**src/rtl/core/cwo_pkg.sv**
```systemverilog
package cwo_pkg;

   // default sizes
   localparam int TABLE_DEPTH_DEF = 256;
   localparam int WEIGHT_BITS_DEF = 8;

   // fixed field widths
   localparam int ADDR_MAX_W = 10;
   localparam int SEQ_W      = 18;
   localparam int SAMPLE_W   = 16;
   localparam int MAG_W      = 15;
   localparam int START_W    = 10;
   localparam int CSR_ADDR_W = 2;
   localparam int CSR_DATA_W = 16;

   // start value limits and reset value
   localparam logic [START_W-1:0] START_MIN   = 10'd2;
   localparam logic [START_W-1:0] START_MAX   = 10'd1000;
   localparam logic [START_W-1:0] START_RESET = 10'd42;

   // register indexes
   localparam logic [CSR_ADDR_W-1:0] REG_START  = 2'd0;
   localparam logic [CSR_ADDR_W-1:0] REG_INTERP = 2'd1;

   // queue between front and back
   localparam int FQ_DEPTH = 4;
   localparam int FQ_PTR_W = 2;
   localparam int FQ_CNT_W = 3;

   // q1.15 unity
   localparam logic [SAMPLE_W-1:0] ONE_Q15 = 16'd32768;

   // table write beat from the builder
   typedef struct packed {
      logic                  en;
      logic [ADDR_MAX_W-1:0] addr;
      logic [SAMPLE_W-1:0]   data;
   } tbl_wr_type;

   // shift and subtract quotient; elaboration only
   function automatic longint unsigned quot_u64(longint unsigned num, longint unsigned den);
      longint unsigned q;
      longint unsigned r;
      q = 0;
      r = 0;
      for (int i = 63; i >= 0; i--) begin
         r = (r << 1) | ((num >> i) & 64'd1);
         if (r >= den) begin
            r = r - den;
            q = q | (64'd1 << i);
         end
      end
      return q;
   endfunction

   // (1 - cos(pi*k/2^bits))/2 in q1.15, for k up to half; elaboration only
   function automatic logic [15:0] half_weight(int unsigned k, int unsigned bits);
      longint unsigned theta;
      longint unsigned x2;
      longint unsigned term;
      longint          sum;
      longint          d;
      theta = (64'd3373259426 * longint'(k)) >> bits;
      x2    = (theta * theta) >> 30;
      term  = 64'd1073741824;
      sum   = 64'sd1073741824;
      for (int n = 1; n <= 10; n++) begin
         term = quot_u64((term * x2) >> 30, longint'((2 * n - 1) * (2 * n)));
         if (n[0]) begin
            sum = sum - longint'(term);
         end else begin
            sum = sum + longint'(term);
         end
      end
      if (sum > 64'sd1073741824) begin
         sum = 64'sd1073741824;
      end
      d = 64'sd1073741824 - sum;
      if (d < 0) begin
         d = 0;
      end
      return 16'((d + 32768) >>> 16);
   endfunction

endpackage

```
**src/rtl/core/cwo_front.sv**
```systemverilog
module cwo_front (
   input  logic                      clock,
   input  logic                      reset,
   input  logic                      req_tvalid,
   output logic                      req_tready,
   input  logic [15:0]               req_tdata,   // [15:0] position
   input  logic                      build_busy,
   output logic                      q_valid,
   output logic [cwo_pkg::MAG_W-1:0] q_mag,
   input  logic                      q_pop
);
   import cwo_pkg::*;

   logic [MAG_W-1:0]    fq_ff [FQ_DEPTH];
   logic [FQ_PTR_W-1:0] wr_ptr_ff;
   logic [FQ_PTR_W-1:0] rd_ptr_ff;
   logic [FQ_CNT_W-1:0] count_ff;
   logic [FQ_CNT_W-1:0] count_in;
   logic                push;
   logic [15:0]         neg;
   logic [MAG_W-1:0]    mag;

   // magnitude, most negative saturates
   always_comb begin
      neg = 16'(~req_tdata + 16'd1);
      if (!req_tdata[15]) begin
         mag = req_tdata[MAG_W-1:0];
      end else if (neg[15]) begin
         mag = {MAG_W{1'b1}};
      end else begin
         mag = neg[MAG_W-1:0];
      end
   end

   assign req_tready = (count_ff != FQ_CNT_W'(FQ_DEPTH)) && !build_busy;
   assign push       = req_tvalid && req_tready;
   assign q_valid    = count_ff != '0;
   assign q_mag      = fq_ff[rd_ptr_ff];

   // queue occupancy
   always_comb begin
      count_in = count_ff;
      if (push && !q_pop) begin
         count_in = count_ff + 1'b1;
      end else if (!push && q_pop) begin
         count_in = count_ff - 1'b1;
      end
   end

   always_ff @(posedge clock) begin
      if (reset) begin
         wr_ptr_ff <= '0;
         rd_ptr_ff <= '0;
         count_ff  <= '0;
      end else begin
         count_ff <= count_in;
         if (push) begin
            wr_ptr_ff <= wr_ptr_ff + 1'b1;
         end
         if (q_pop) begin
            rd_ptr_ff <= rd_ptr_ff + 1'b1;
         end
      end
   end

   // queue storage
   always_ff @(posedge clock) begin
      if (push) begin
         fq_ff[wr_ptr_ff] <= mag;
      end
   end

endmodule

```
**config.mk**
```make
export PLATFORM = sky130hd
export DESIGN_NAME = cwo_front
export DESIGN_NICKNAME = d
export VERILOG_FILES = /design/src/rtl/core/cwo_pkg.sv /design/src/rtl/core/cwo_front.sv
export SDC_FILE = /design/constraint.sdc
export NUM_CORES = 1
export LEC_CHECK = 0
export BUFFER_PORTS_ARGS = -buffer_cell sky130_fd_sc_hd__buf_2
export CAP_MARGIN = 25
export CORE_ASPECT_RATIO = 1.75
export CORE_MARGIN = 10
export CORE_UTILIZATION = 55
export DETAILED_ROUTE_END_ITERATION = 7
export GPL_TIMING_DRIVEN = 0
export PLACE_DENSITY = 0.75
export SYNTH_ARGS = -nofsm -noshare
export SYNTH_HDL_FRONTEND = slang
export SYNTH_SLANG_ARGS = --single-unit
```
**constraint.sdc**
```tcl
create_clock -name clock -period 4.4 [get_ports clock]
set_input_delay 0.44 -clock clock [delete_from_list [all_inputs] [get_ports clock]]
set_output_delay 0.44 -clock clock [all_outputs]
set_load 0.01 [all_outputs]
```
==> results by group <==
Placement
  • DP Area: 3270 um^2
  • Post-detail-place hpwl: 4000 um
  • Dpl cells: 298
  • PortBufs: 36
  • Gpl congestion: 0.787

Synth
  • Sequential fraction of the synthesis area: 66.1%
  • Asr flop ratio synth: 0%
  • Mapped Avg Cell Area: 16.0 um^2
  • Seq cells post-synth: 69
  • Post-synth EDFFs: 60
  • Mapped Cells: 188
  • Mapped Nets: 216
  • Number of synthesis warnings: 0
  • Main flop type after synthesis: edfxtp_1
  • Post-Syn Area: 3000 um^2
  • Netlist cell types: 37

Clock tree
  • Hold-fix buffers, CTS: 0
  • Worst-path clk slew: 70 ps
  • Clock Tree Buf Depth: 2
  • Clock Latency Late Sink: 350 ps
  • Clk root buf: clkbuf_8
  • Clock sink count: 69
  • Cts bufs inserted: 9
  • Post-CTS Setup Repair Bufs: 0
  • CTS tree: done
  • Htree depth: 3
  • CTS resizes: 0

Final layout
  • Fraction of layout instances using a drive strength above 1: 31.0%
  • Layout Nets: 263
  • Area Overhead vs Synth: 15.4%
  • Post-Layout Cell Count: 313
  • Design area: 3460 um^2
  • Diode count: 0

Setup path
  • Crit end category: primary output
  • WP buf/inv: 3
  • Worst Path Arrival: 2500 ps
  • Worst Path Class, Setup: flop to primary output
  • Worst setup SP type: flop
  • Top delay family on crit path: buffers and inverters
  • Worst EP required: 3960 ps
  • Worst flop-to-flop path startpoint: count_ff[0]$_SDFFE_PP0P_
  • CP max stage delay: 730 ps
  • Worst path cell trace: clkbuf_1 -> buf_1 -> mux4_2 -> buf_2
  • Slowest CP cell: buf_1
  • CP max FO: 10

Timing
  • Worst hold margin: 406 ps
  • Setup TNS: 0 ps
  • Relative slew slack: 39.6%
  • Worst-margin pin slew: 906 ps
  • Final setup viols: 0
  • FMAX: 0.340 GHz
  • Final min period: 2940 ps
  • Period utilization: 66.9%
  • Setup Skew: 12.2 ps
  • RSZ-0062 raised after global routing: no
  • Final max-slew violation count: 0
  • Final Hold Vio Count: 0

Floorplanning
  • Die Footprint: 8920 um^2
  • # IOs: 38
  • Initial Utilization: 56.6%
  • Die span in x: 75.8 um
  • Row cnt: 35
  • Die Span Y: 118 um
  • Core ar.: 5300 um^2

Routing
  • TritonRoute pass-1 iters: 4
  • DRT iter0 DRCs: 178
  • Routed length per instance: 17.6 um
  • Final wirelength: 5520 um
  • Vias per std cell: 5.47
  • Post-route antenna net violation count: 0
  • Via Count: 1713
  • DRC Markers: 0

Power
  • Psw: 0.000353 W
  • Power Density: 419 nW/um^2
  • Power Total: 0.00145 W
  • VDD IR max: 259 uV
  • Sequential Power Share: 52.9%
  • Cell-internal power: 0.00110 W
  • Switch share: 24.4%
  • Gate power share: 13.2%
  • Clock power frac: 33.9%
  • Leakage: 1.24 nW

Job
  • Max cap viols: 0

GRT
  • Met1 GRT Util: 14.8%
  • M2 GR Usage: 22.4%
  • Vias in the first global route: 1853
  • Initial antenna violation count: 0
  • Remaining global-route overflow: 0
  • GRT met3 Usage: 4.98%
  • GRT Max-Usage Layer: met2
  • First-pass GRT wire length: 9110 um
  • Largest net degree at the start of global routing: 16
  • Gr usage total: 13.6%

Worst hold path
  • Hold Crit Start: q_pop
  • HP Class: input pin to flop

Status
  • Run status: complete, no violations
layout make-up:
type                       count  area [um^2]
buffer                         8         38.8
clock buffer                   9          124
clock inverter                 6         63.8
fill                         408         1840
inverter                       8         30.0
multi-input combinational    103          948
sequential                    69         1980
tap                           74         92.6
timing repair buffer          36          180
cells in the mapped netlist, types with 3 or more instances:
master	count	share of area, %
xnor2_1	3	0.88
a21oi_1	4	0.67
xor2_1	11	3.2
nor2_1	10	1.3
dfxtp_1	9	6.0
nand2_1	14	1.8
and2_1	4	0.83
mux4_2	15	11
o41ai_1	4	1.2
clkbuf_1	5	0.63
edfxtp_1	60	60
o21ai_0	6	1.0
ha_1	6	2.5
inv_1	8	1.0
metrics by stage:
step           utilization (%)  setup WS (ps)
6_report                  65.3           1460
5_1_grt                   65.3           1210
4_1_cts                   65.3           1360
3_5_place_dp              61.7           1650
3_3_place_gp              61.7           1680
2_1_floorplan                -           2050
layer usage:
layer / wire length (um) / part of all wire, %
met1: 2120 / 38
met2: 2980 / 54
met3: 311 / 5.6
met4: 108 / 2.0
met5: 0 / 0
layout by cell type (no fill, tap or decap), types with 2 or more instances in the layout:
| master | instances |
|---|---|
| or3_1 | 2 |
| dfxtp_1 | 9 |
| clkbuf_8 | 9 |
| xor2_1 | 11 |
| o21ai_0 | 6 |
| ha_1 | 6 |
| a21oi_1 | 4 |
| o22a_1 | 2 |
| mux4_2 | 15 |
| o41ai_1 | 4 |
| clkinvlp_4 | 2 |
| nand2_1 | 14 |
| clkbuf_1 | 5 |
| a21boi_0 | 2 |
| clkinv_2 | 2 |
| xnor2_1 | 3 |
| edfxtp_1 | 60 |
| nor2_1 | 10 |
| inv_1 | 8 |
| and2_1 | 4 |
| or4_1 | 2 |
| buf_2 | 37 |
| nor4_1 | 2 |
| mux2i_1 | 2 |
worst min-delay path, cell delays in order:
cell     delay [ps]
buf_2           100
xnor2_1          80
nor2_1           80
cells by family after synthesis:
kind of cell | after synthesis | synth area share [%]
buf+inv | 16 | 2.29
simple gates | 44 | 7.80
fa+ha+maj | 7 | 3.17
compound gates | 21 | 4.63
mux | 17 | 11.9
xor+xnor | 14 | 4.09
flops | 69 | 66.1
power by group through the flow:
stage	registers (W)	clock network, W	logic [W]
finish	0.000766	0.000491	0.000191
CTS	0.000767	0.000497	0.000196
global placement	0.000780	0	0.000190
floorplan	0.000776	0	0.000130
global route	0.000771	0.000523	0.000214
detailed placement	0.000782	0	0.000196
path summary, 6_finish.rpt:
check                         endpoint  slack [ps]  cells after the start
min          rd_ptr_ff[0]$_SDFFE_PP0P_         410                      3
max                           q_mag[9]        1460                      4
max reg2reg   count_ff[2]$_SDFFE_PP0P_        1730                      8
min reg2reg   count_ff[2]$_SDFFE_PP0P_         530                      2
sequential cells by signal, indices dropped and copies added (netlist names), named ones only:
register   count
fq_ff         60
count_ff       3
rd_ptr_ff      2
wr_ptr_ff      2
Note: power is estimated with default switching activity, not from simulation.
