File: src/rtl/core/cwo_pkg.sv
package cwo_pkg;

   // default sizes
   localparam int TABLE_DEPTH_DEF = 256;
   localparam int WEIGHT_BITS_DEF = 8;

   // fixed field widths
   localparam int ADDR_MAX_W = 10;
   localparam int SEQ_W      = 18;
   localparam int SAMPLE_W   = 16;
   localparam int MAG_W      = 15;
   localparam int START_W    = 10;
   localparam int CSR_ADDR_W = 2;
   localparam int CSR_DATA_W = 16;

   // start value limits and reset value
   localparam logic [START_W-1:0] START_MIN   = 10'd2;
   localparam logic [START_W-1:0] START_MAX   = 10'd1000;
   localparam logic [START_W-1:0] START_RESET = 10'd42;

   // register indexes
   localparam logic [CSR_ADDR_W-1:0] REG_START  = 2'd0;
   localparam logic [CSR_ADDR_W-1:0] REG_INTERP = 2'd1;

   // queue between front and back
   localparam int FQ_DEPTH = 4;
   localparam int FQ_PTR_W = 2;
   localparam int FQ_CNT_W = 3;

   // q1.15 unity
   localparam logic [SAMPLE_W-1:0] ONE_Q15 = 16'd32768;

   // table write beat from the builder
   typedef struct packed {
      logic                  en;
      logic [ADDR_MAX_W-1:0] addr;
      logic [SAMPLE_W-1:0]   data;
   } tbl_wr_type;

   // shift and subtract quotient; elaboration only
   function automatic longint unsigned quot_u64(longint unsigned num, longint unsigned den);
      longint unsigned q;
      longint unsigned r;
      q = 0;
      r = 0;
      for (int i = 63; i >= 0; i--) begin
         r = (r << 1) | ((num >> i) & 64'd1);
         if (r >= den) begin
            r = r - den;
            q = q | (64'd1 << i);
         end
      end
      return q;
   endfunction

   // (1 - cos(pi*k/2^bits))/2 in q1.15, for k up to half; elaboration only
   function automatic logic [15:0] half_weight(int unsigned k, int unsigned bits);
      longint unsigned theta;
      longint unsigned x2;
      longint unsigned term;
      longint          sum;
      longint          d;
      theta = (64'd3373259426 * longint'(k)) >> bits;
      x2    = (theta * theta) >> 30;
      term  = 64'd1073741824;
      sum   = 64'sd1073741824;
      for (int n = 1; n <= 10; n++) begin
         term = quot_u64((term * x2) >> 30, longint'((2 * n - 1) * (2 * n)));
         if (n[0]) begin
            sum = sum - longint'(term);
         end else begin
            sum = sum + longint'(term);
         end
      end
      if (sum > 64'sd1073741824) begin
         sum = 64'sd1073741824;
      end
      d = 64'sd1073741824 - sum;
      if (d < 0) begin
         d = 0;
      end
      return 16'((d + 32768) >>> 16);
   endfunction

endpackage

File: src/rtl/core/cwo_build.sv
module cwo_build #(
   parameter int TABLE_DEPTH = cwo_pkg::TABLE_DEPTH_DEF
) (
   input  logic                                  clock,
   input  logic                                  reset,
   input  logic                                  csr_valid,
   output logic                                  csr_ready,
   input  logic [cwo_pkg::CSR_ADDR_W-1:0]        csr_addr,
   input  logic [cwo_pkg::CSR_DATA_W-1:0]        csr_wdata,
   output logic                                  build_busy,
   output logic                                  interp_en,
   output logic [$clog2(TABLE_DEPTH+1)-1:0]      table_len,
   output cwo_pkg::tbl_wr_type                   tbl_wr
);
   import cwo_pkg::*;

   localparam int IDXW = $clog2(TABLE_DEPTH);
   localparam int LENW = $clog2(TABLE_DEPTH + 1);
   localparam int NW   = SEQ_W + MAG_W;

   localparam logic [2:0] S_IDLE = 3'd0;
   localparam logic [2:0] S_GEN  = 3'd1;
   localparam logic [2:0] S_RD   = 3'd2;
   localparam logic [2:0] S_LOAD = 3'd3;
   localparam logic [2:0] S_DIV  = 3'd4;
   localparam logic [2:0] S_WR   = 3'd5;

   logic [SEQ_W-1:0] raw_mem [TABLE_DEPTH];

   logic [2:0]       state_ff,  state_in;
   logic [SEQ_W-1:0] val_ff,    val_in;
   logic [SEQ_W-1:0] max_ff,    max_in;
   logic [LENW-1:0]  cnt_ff,    cnt_in;
   logic [LENW-1:0]  len_ff,    len_in;
   logic [LENW-1:0]  idx_ff,    idx_in;
   logic [SEQ_W-1:0] rem_ff,    rem_in;
   logic [15:0]      num_ff,    num_in;
   logic [15:0]      quo_ff,    quo_in;
   logic [3:0]       it_ff,     it_in;
   logic             interp_ff, interp_in;
   logic [SEQ_W-1:0] raw_rd_ff;

   logic [START_W-1:0] start_clamp;
   logic [SEQ_W-1:0]   val_next;
   logic [NW-1:0]      nsum;
   logic [SEQ_W:0]     trial;
   logic               ge;
   logic               start_wr;

   assign csr_ready  = 1'b1;
   assign build_busy = state_ff != S_IDLE;
   assign interp_en  = interp_ff;
   assign table_len  = len_ff;
   assign start_wr   = csr_valid && (csr_addr == REG_START);

   // clamp the written start value
   always_comb begin
      start_clamp = csr_wdata[START_W-1:0];
      if (start_clamp < START_MIN) begin
         start_clamp = START_MIN;
      end else if (start_clamp > START_MAX) begin
         start_clamp = START_MAX;
      end
   end

   // next collatz value
   assign val_next = val_ff[0] ? SEQ_W'((val_ff << 1) + val_ff + 1'b1) : (val_ff >> 1);

   // scaled dividend and one restoring step
   assign nsum  = {raw_rd_ff, MAG_W'(0)} + NW'(max_ff >> 1);
   assign trial = {rem_ff, num_ff[15]};
   assign ge    = trial >= {1'b0, max_ff};

   // sequencer
   always_comb begin
      state_in  = state_ff;
      val_in    = val_ff;
      max_in    = max_ff;
      cnt_in    = cnt_ff;
      len_in    = len_ff;
      idx_in    = idx_ff;
      rem_in    = rem_ff;
      num_in    = num_ff;
      quo_in    = quo_ff;
      it_in     = it_ff;
      interp_in = interp_ff;
      tbl_wr    = '0;
      case (state_ff)
         S_GEN: begin
            cnt_in = cnt_ff + 1'b1;
            if (val_ff == SEQ_W'(1) || cnt_ff == LENW'(TABLE_DEPTH - 1)) begin
               len_in   = cnt_ff + 1'b1;
               idx_in   = '0;
               state_in = S_RD;
            end else begin
               val_in = val_next;
               if (val_next > max_ff) begin
                  max_in = val_next;
               end
            end
         end
         S_RD: begin
            state_in = S_LOAD;
         end
         S_LOAD: begin
            rem_in   = SEQ_W'(nsum[NW-1:16]);
            num_in   = nsum[15:0];
            quo_in   = '0;
            it_in    = '0;
            state_in = S_DIV;
         end
         S_DIV: begin
            rem_in = ge ? SEQ_W'(trial - {1'b0, max_ff}) : trial[SEQ_W-1:0];
            quo_in = {quo_ff[14:0], ge};
            num_in = num_ff << 1;
            it_in  = it_ff + 1'b1;
            if (it_ff == 4'd15) begin
               state_in = S_WR;
            end
         end
         S_WR: begin
            tbl_wr.en   = 1'b1;
            tbl_wr.addr = ADDR_MAX_W'(idx_ff);
            tbl_wr.data = quo_ff;
            idx_in      = idx_ff + 1'b1;
            state_in    = (idx_ff + 1'b1 == len_ff) ? S_IDLE : S_RD;
         end
         default: begin
            state_in = S_IDLE;
         end
      endcase
      // register writes
      if (csr_valid && csr_addr == REG_INTERP) begin
         interp_in = csr_wdata[0];
      end
      if (start_wr) begin
         val_in   = SEQ_W'(start_clamp);
         max_in   = SEQ_W'(start_clamp);
         cnt_in   = '0;
         state_in = S_GEN;
      end
   end

   always_ff @(posedge clock) begin
      if (reset) begin
         state_ff  <= S_GEN;
         val_ff    <= SEQ_W'(START_RESET);
         max_ff    <= SEQ_W'(START_RESET);
         cnt_ff    <= '0;
         interp_ff <= 1'b1;
      end else begin
         state_ff  <= state_in;
         val_ff    <= val_in;
         max_ff    <= max_in;
         cnt_ff    <= cnt_in;
         interp_ff <= interp_in;
      end
   end

   always_ff @(posedge clock) begin
      len_ff <= len_in;
      idx_ff <= idx_in;
      rem_ff <= rem_in;
      num_ff <= num_in;
      quo_ff <= quo_in;
      it_ff  <= it_in;
   end

   // raw sequence store
   always_ff @(posedge clock) begin
      if (state_ff == S_GEN) begin
         raw_mem[cnt_ff[IDXW-1:0]] <= val_ff;
      end
      raw_rd_ff <= raw_mem[idx_ff[IDXW-1:0]];
   end

endmodule

File: config.mk
export PLATFORM = sky130hd
export DESIGN_NAME = cwo_build
export DESIGN_NICKNAME = d
export VERILOG_FILES = /design/src/rtl/core/cwo_pkg.sv /design/src/rtl/core/cwo_build.sv
export SDC_FILE = /design/constraint.sdc
export NUM_CORES = 2
export LEC_CHECK = 0
export ABC_AREA = 0
export BUFFER_PORTS_ARGS = -buffer_cell sky130_fd_sc_hd__buf_2
export CAP_MARGIN = 25
export CORE_MARGIN = 2
export CORE_UTILIZATION = 40
export DETAILED_ROUTE_END_ITERATION = 8
export GPL_ROUTABILITY_DRIVEN = 0
export SLEW_MARGIN = 20
export SYNTH_ARGS = -nofsm -noshare
export SYNTH_HDL_FRONTEND = slang
export SYNTH_MEMORY_MAX_BITS = 65536
export SYNTH_SLANG_ARGS = --single-unit
export TNS_END_PERCENT = 10
File: constraint.sdc
create_clock -name clock -period 8.7 [get_ports clock]
set_clock_uncertainty 0.2 [all_clocks]
set_input_delay 0.435 -clock clock [delete_from_list [all_inputs] [get_ports clock]]
set_output_delay 0.435 -clock clock [all_outputs]
set_load 0.005 [all_outputs]
==> parameters.txt <==
Parameter                              Value

Final layout
  Number of fill cells in the layout    ~38000
  Final core occ    0.456
  Net count of the finished layout    approximately 9600
  Layout cell share with drive strength beyond 1    0.251
  Layout overhead on the synthesized area    13.8%

Clock network
  Number of buffers inserted by post-CTS setup repair    0
  Clock input transition at the sequential cells of the worst setup and hold paths    0.06 ns
  Clk sinks    4747
  Cts bufs inserted    about 470
  TritonCTS clock tree    done
  # H-tree levels    5
  Buffers from clock root to sink, at most    4
  Clock root buffer master    sky130_fd_sc_hd__clkbuf_16
  Clk Latency, worst-skew pair    1.02 ns
  Cells resized by post-CTS repair    0

Die
  Number of standard-cell rows in the floorplan    250
  Die span in x    685 um
  Starting utilization of the core area    0.401
  Area of the core    0.463 sq mm
  Ports placed on the boundary    60
  Vert. Die Dim    around 680 um
  Die footprint    about 0.47 sq mm

Power
  Power Dens Cells    230 mW/mm^2
  Internal portion of total power    between 30 and 40 mW
  Sequential fraction of design power    0.540
  Proportion of power drawn by the clock network    0.415
  Sw frac    0.220
  Part of the total power dissipated in combinational logic    0.045
  Worst vdd rail ir drop    0.191 mV
  Leakage Power    69.9 nW
  Psw    10.7 mW

Critical path
  Worst EP arrival    6.91 ns
  Required time of the critical path    9.40 ns
  Critical path peak fanout    64
  Category of the most critical setup path    reg2reg
  Worst setup EP type    register
  Type of origin of the critical path    register

STA
  Unrepaired setup endpoints after global routing    false
  Peak clock frequency supported by timing    161 MHz
  Crit share post-route    0.714
  Final hold viol count    0
  Finish-stage setup viols    0
  TNS Setup    0 ns
  Worst-case headroom to the max-slew limit    0.207
  Final worst path period need    6.21 ns
  Final slew viol count    0
  Final worst hold slack    0.179 ns
  Measured slew at the worst slew-check pin    1.19 ns

Synthesis
  Yosys warning count    0
  Flip-flop and latch count after synthesis    4747
  Number of enable-type register cells in the synthesized netlist    4680
  Top_reg_cell synth    sky130_fd_sc_hd__edfxtp_1
  Synthesized net count    just over 9000
  Netlist Area Pre-Place    0.185 sq mm
  Mean area per synthesized cell    20.6 sq um
  Count of different cell masters after synthesis    80
  Fraction of the yosys area taken by sequential cells    0.765
  Synth Instances    8993
  Share of async-settable or async-resettable flops after synthesis    0

Job
  Total of max-cap violations    0

Outcome
  Status    complete, no violations

Detailed routing
  Initial DRT Pass Iterations    6
  Max layer used    met5
  Wire length after detailed routing    519000 um
  Post-DR vias/cell    about 5.9
  Final antenna-violating net count    0
  Post-detailed-route wirelength per cell    around 32 um
  Met1 layer wirelength in the final routing    205000 um
  Count of unresolved DRC violations after routing    0
  Total number of vias    between 90000 and 100k
  Routed length on met2    ~240000 um
  Detailed router's first-iteration violation count    13000
  Amount of wire on met3 after detailed routing    49300 um

GRT
  Antenna violations before repair    30
  Via count of the first global-routing pass    94800
  Overall global routing resource usage    0.216
  Remaining Overflow, GRT    0
  Largest net degree at the start of global routing    171
  Global-route wire length before repair    a little over 700000 um

Hold path
  Classification of the worst-slack hold path    in2reg

Placement
  Count of port buffers added during placement    51
  Placed wire-length estimate after detailed placement    309000 um
==> per-stage QoR <==
step / cells / area (sq um) / setup slack [ns] / power, mW
after CTS: 16000 / 211000 / 2.64 / 48.8
after detailed placement: 15100 / 195000 / 3.12 / 28.8
final: 16000 / 211000 / 2.49 / 48.6
after floorplan: 8993 / 185000 / 0.978 / 27.9
after global routing: 16000 / 211000 / 2.27 / 49.9
after global placement: 15100 / 195000 / 3.04 / 28.7
==> area by class of cell <==
type / instances / area [sq um] / share of cell area
Antenna cell: 16 / 40.0 / 0.000190
Tap cell: 6174 / 7720 / 0.0366
Timing Repair Buffer: 535 / 4650 / 0.0220
Clock buffer: 574 / 12200 / 0.0579
Inverter: 72 / 280 / 0.00133
Clock inverter: 284 / 2980 / 0.0141
Sequential cell: 4747 / 142000 / 0.673
Multi-Input combinational cell: 3642 / 41100 / 0.195
==> logic make-up (layout without fill, tap and decap cells) <==
logic type / after synthesis / in the layout / share of synthesized area
and+or+nand+nor: 910 / 910 / 0.0217
other: 2 / 18 / 0.0000405
xor gates and xnor gates: 69 / 69 / 0.00326
adders and majority gates: 74 / 74 / 0.00511
DFF: 4747 / 4747 / 0.765
AOI/OAI and AO/OA: 1171 / 1171 / 0.0439
buffers and inverters: 604 / 1465 / 0.0186
muxes: 1416 / 1416 / 0.142
==> cell usage in the layout (no fill, tap or decap), types with 16 or more instances in the layout <==
cell type                          n
sky130_fd_sc_hd__a22oi_1         275
sky130_fd_sc_hd__nor2_1          197
sky130_fd_sc_hd__nand3_1          70
sky130_fd_sc_hd__mux4_2          974
sky130_fd_sc_hd__and3_1           52
sky130_fd_sc_hd__a221oi_1        162
sky130_fd_sc_hd__dlygate4sd3_1    26
sky130_fd_sc_hd__o21ai_0         159
sky130_fd_sc_hd__dfxtp_1          48
sky130_fd_sc_hd__a211oi_1         28
sky130_fd_sc_hd__o211ai_1         20
sky130_fd_sc_hd__a21oi_1         266
sky130_fd_sc_hd__a21o_1           19
sky130_fd_sc_hd__clkbuf_16       473
sky130_fd_sc_hd__clkinv_2         90
sky130_fd_sc_hd__diode_2          16
sky130_fd_sc_hd__clkinv_1         96
sky130_fd_sc_hd__nand2_1         181
sky130_fd_sc_hd__dfxtp_4          18
sky130_fd_sc_hd__buf_4           394
sky130_fd_sc_hd__buf_2            52
sky130_fd_sc_hd__nor3_1           30
sky130_fd_sc_hd__nand4_1          22
sky130_fd_sc_hd__clkbuf_1        100
sky130_fd_sc_hd__a31oi_1          24
sky130_fd_sc_hd__xnor2_1          39
sky130_fd_sc_hd__edfxtp_1       4680
sky130_fd_sc_hd__nor2_2          201
sky130_fd_sc_hd__o31ai_1          33
sky130_fd_sc_hd__bufinv_16        50
sky130_fd_sc_hd__nor2_4           30
sky130_fd_sc_hd__xor2_1           30
sky130_fd_sc_hd__mux2i_1         430
sky130_fd_sc_hd__buf_12           34
sky130_fd_sc_hd__a221o_1          43
sky130_fd_sc_hd__ha_1             71
sky130_fd_sc_hd__inv_1            69
==> Yosys cell counts, types with 9 or more instances <==
| library cell | number | share of area |
|---|---|---|
| sky130_fd_sc_hd__a211oi_1 | 28 | 0.0011 |
| sky130_fd_sc_hd__a21o_1 | 19 | 0.00077 |
| sky130_fd_sc_hd__a21oi_1 | 266 | 0.0072 |
| sky130_fd_sc_hd__a221o_1 | 43 | 0.0023 |
| sky130_fd_sc_hd__a221oi_1 | 162 | 0.0077 |
| sky130_fd_sc_hd__a22oi_1 | 275 | 0.011 |
| sky130_fd_sc_hd__a311oi_1 | 11 | 0.00052 |
| sky130_fd_sc_hd__a31oi_1 | 24 | 0.00081 |
| sky130_fd_sc_hd__and2_1 | 9 | 0.00030 |
| sky130_fd_sc_hd__and3_1 | 52 | 0.0018 |
| sky130_fd_sc_hd__buf_1 | 35 | 0.00071 |
| sky130_fd_sc_hd__buf_2 | 89 | 0.0024 |
| sky130_fd_sc_hd__buf_4 | 45 | 0.0018 |
| sky130_fd_sc_hd__buf_6 | 87 | 0.0053 |
| sky130_fd_sc_hd__buf_8 | 12 | 0.00097 |
| sky130_fd_sc_hd__clkbuf_1 | 257 | 0.0052 |
| sky130_fd_sc_hd__dfxtp_1 | 67 | 0.0072 |
| sky130_fd_sc_hd__edfxtp_1 | 4680 | 0.76 |
| sky130_fd_sc_hd__ha_1 | 71 | 0.0048 |
| sky130_fd_sc_hd__inv_1 | 70 | 0.0014 |
| sky130_fd_sc_hd__mux2_2 | 11 | 0.00067 |
| sky130_fd_sc_hd__mux2i_1 | 430 | 0.023 |
| sky130_fd_sc_hd__mux4_2 | 974 | 0.12 |
| sky130_fd_sc_hd__nand2_1 | 198 | 0.0040 |
| sky130_fd_sc_hd__nand2b_1 | 16 | 0.00054 |
| sky130_fd_sc_hd__nand3_1 | 72 | 0.0019 |
| sky130_fd_sc_hd__nand4_1 | 22 | 0.00074 |
| sky130_fd_sc_hd__nor2_1 | 428 | 0.0087 |
| sky130_fd_sc_hd__nor2b_1 | 16 | 0.00054 |
| sky130_fd_sc_hd__nor3_1 | 37 | 0.0010 |
| sky130_fd_sc_hd__nor4_1 | 21 | 0.00071 |
| sky130_fd_sc_hd__o2111ai_1 | 10 | 0.00047 |
| sky130_fd_sc_hd__o211ai_1 | 20 | 0.00081 |
| sky130_fd_sc_hd__o21ai_0 | 160 | 0.0043 |
| sky130_fd_sc_hd__o21ai_1 | 15 | 0.00040 |
| sky130_fd_sc_hd__o221ai_1 | 11 | 0.00052 |
| sky130_fd_sc_hd__o22ai_1 | 12 | 0.00040 |
| sky130_fd_sc_hd__o31ai_1 | 33 | 0.0013 |
| sky130_fd_sc_hd__or3_1 | 12 | 0.00040 |
| sky130_fd_sc_hd__xnor2_1 | 39 | 0.0018 |
| sky130_fd_sc_hd__xor2_1 | 30 | 0.0014 |
==> path summary, 6_finish.rpt <==
check / cells after the start / startpoint / endpoint / slack [ns]
worst max register to register: 18 / val_ff[5] / max_ff[6] / 2.49
worst min-delay path: 4 / csr_valid / max_ff[7] / 0.18
worst min register to register: 2 / max_ff[11] / max_ff[11] / 0.28
worst max-delay path: 18 / val_ff[5] / max_ff[6] / 2.49
==> sequential cells by signal, summed over array words and instances (netlist names), 16 cells and up <==
signal	cells
raw_mem	4608
raw_rd_ff	18
num_ff	16
quo_ff	16
rem_ff	18
max_ff	18
val_ff	18
==> critical path, cell delays in order (launching register included) <==
cell                            delay, ns
sky130_fd_sc_hd__dfxtp_4             0.93
sky130_fd_sc_hd__inv_1               0.15
sky130_fd_sc_hd__ha_1                0.41
sky130_fd_sc_hd__a21oi_1             0.34
sky130_fd_sc_hd__nor3_1              0.12
sky130_fd_sc_hd__a2111o_1            0.41
sky130_fd_sc_hd__a31o_2              0.30
sky130_fd_sc_hd__a2111oi_0           0.46
sky130_fd_sc_hd__o21ai_0             0.30
sky130_fd_sc_hd__ha_1                0.37
sky130_fd_sc_hd__a21o_1              0.17
sky130_fd_sc_hd__a21oi_1             0.16
sky130_fd_sc_hd__o21ai_0             0.19
sky130_fd_sc_hd__o211ai_1            0.23
sky130_fd_sc_hd__buf_4               0.28
sky130_fd_sc_hd__nand2_1             0.26
sky130_fd_sc_hd__nand2_1             0.15
sky130_fd_sc_hd__a21oi_1             0.07
sky130_fd_sc_hd__dlygate4sd3_1       0.57
==> routing by layer <==
layer | global-route usage | vias up
li1 | - | 38600
met1 | 0.301 | 50800
met2 | 0.343 | 4983
met3 | 0.0384 | 858
met4 | 0.0810 | 10
met5 | 0 | -
==> repair_timing <==
action / in CTS / in global routing
endpoints found under the setup margin: 0 / 0
hold buffers: 26 / 0
endpoints found under the hold margin: 30 / 0
==> power groups by stage <==
stage,clock network (mW),registers (mW),logic [mW]
CTS,20.4,26.2,2.12
detailed placement,0,26.7,2.10
global placement,0,26.7,2.00
global route,21.3,26.2,2.35
floorplan,0,27.1,0.802
finish,20.2,26.2,2.20
No activity file was read; power rests on OpenSTA's default activity.
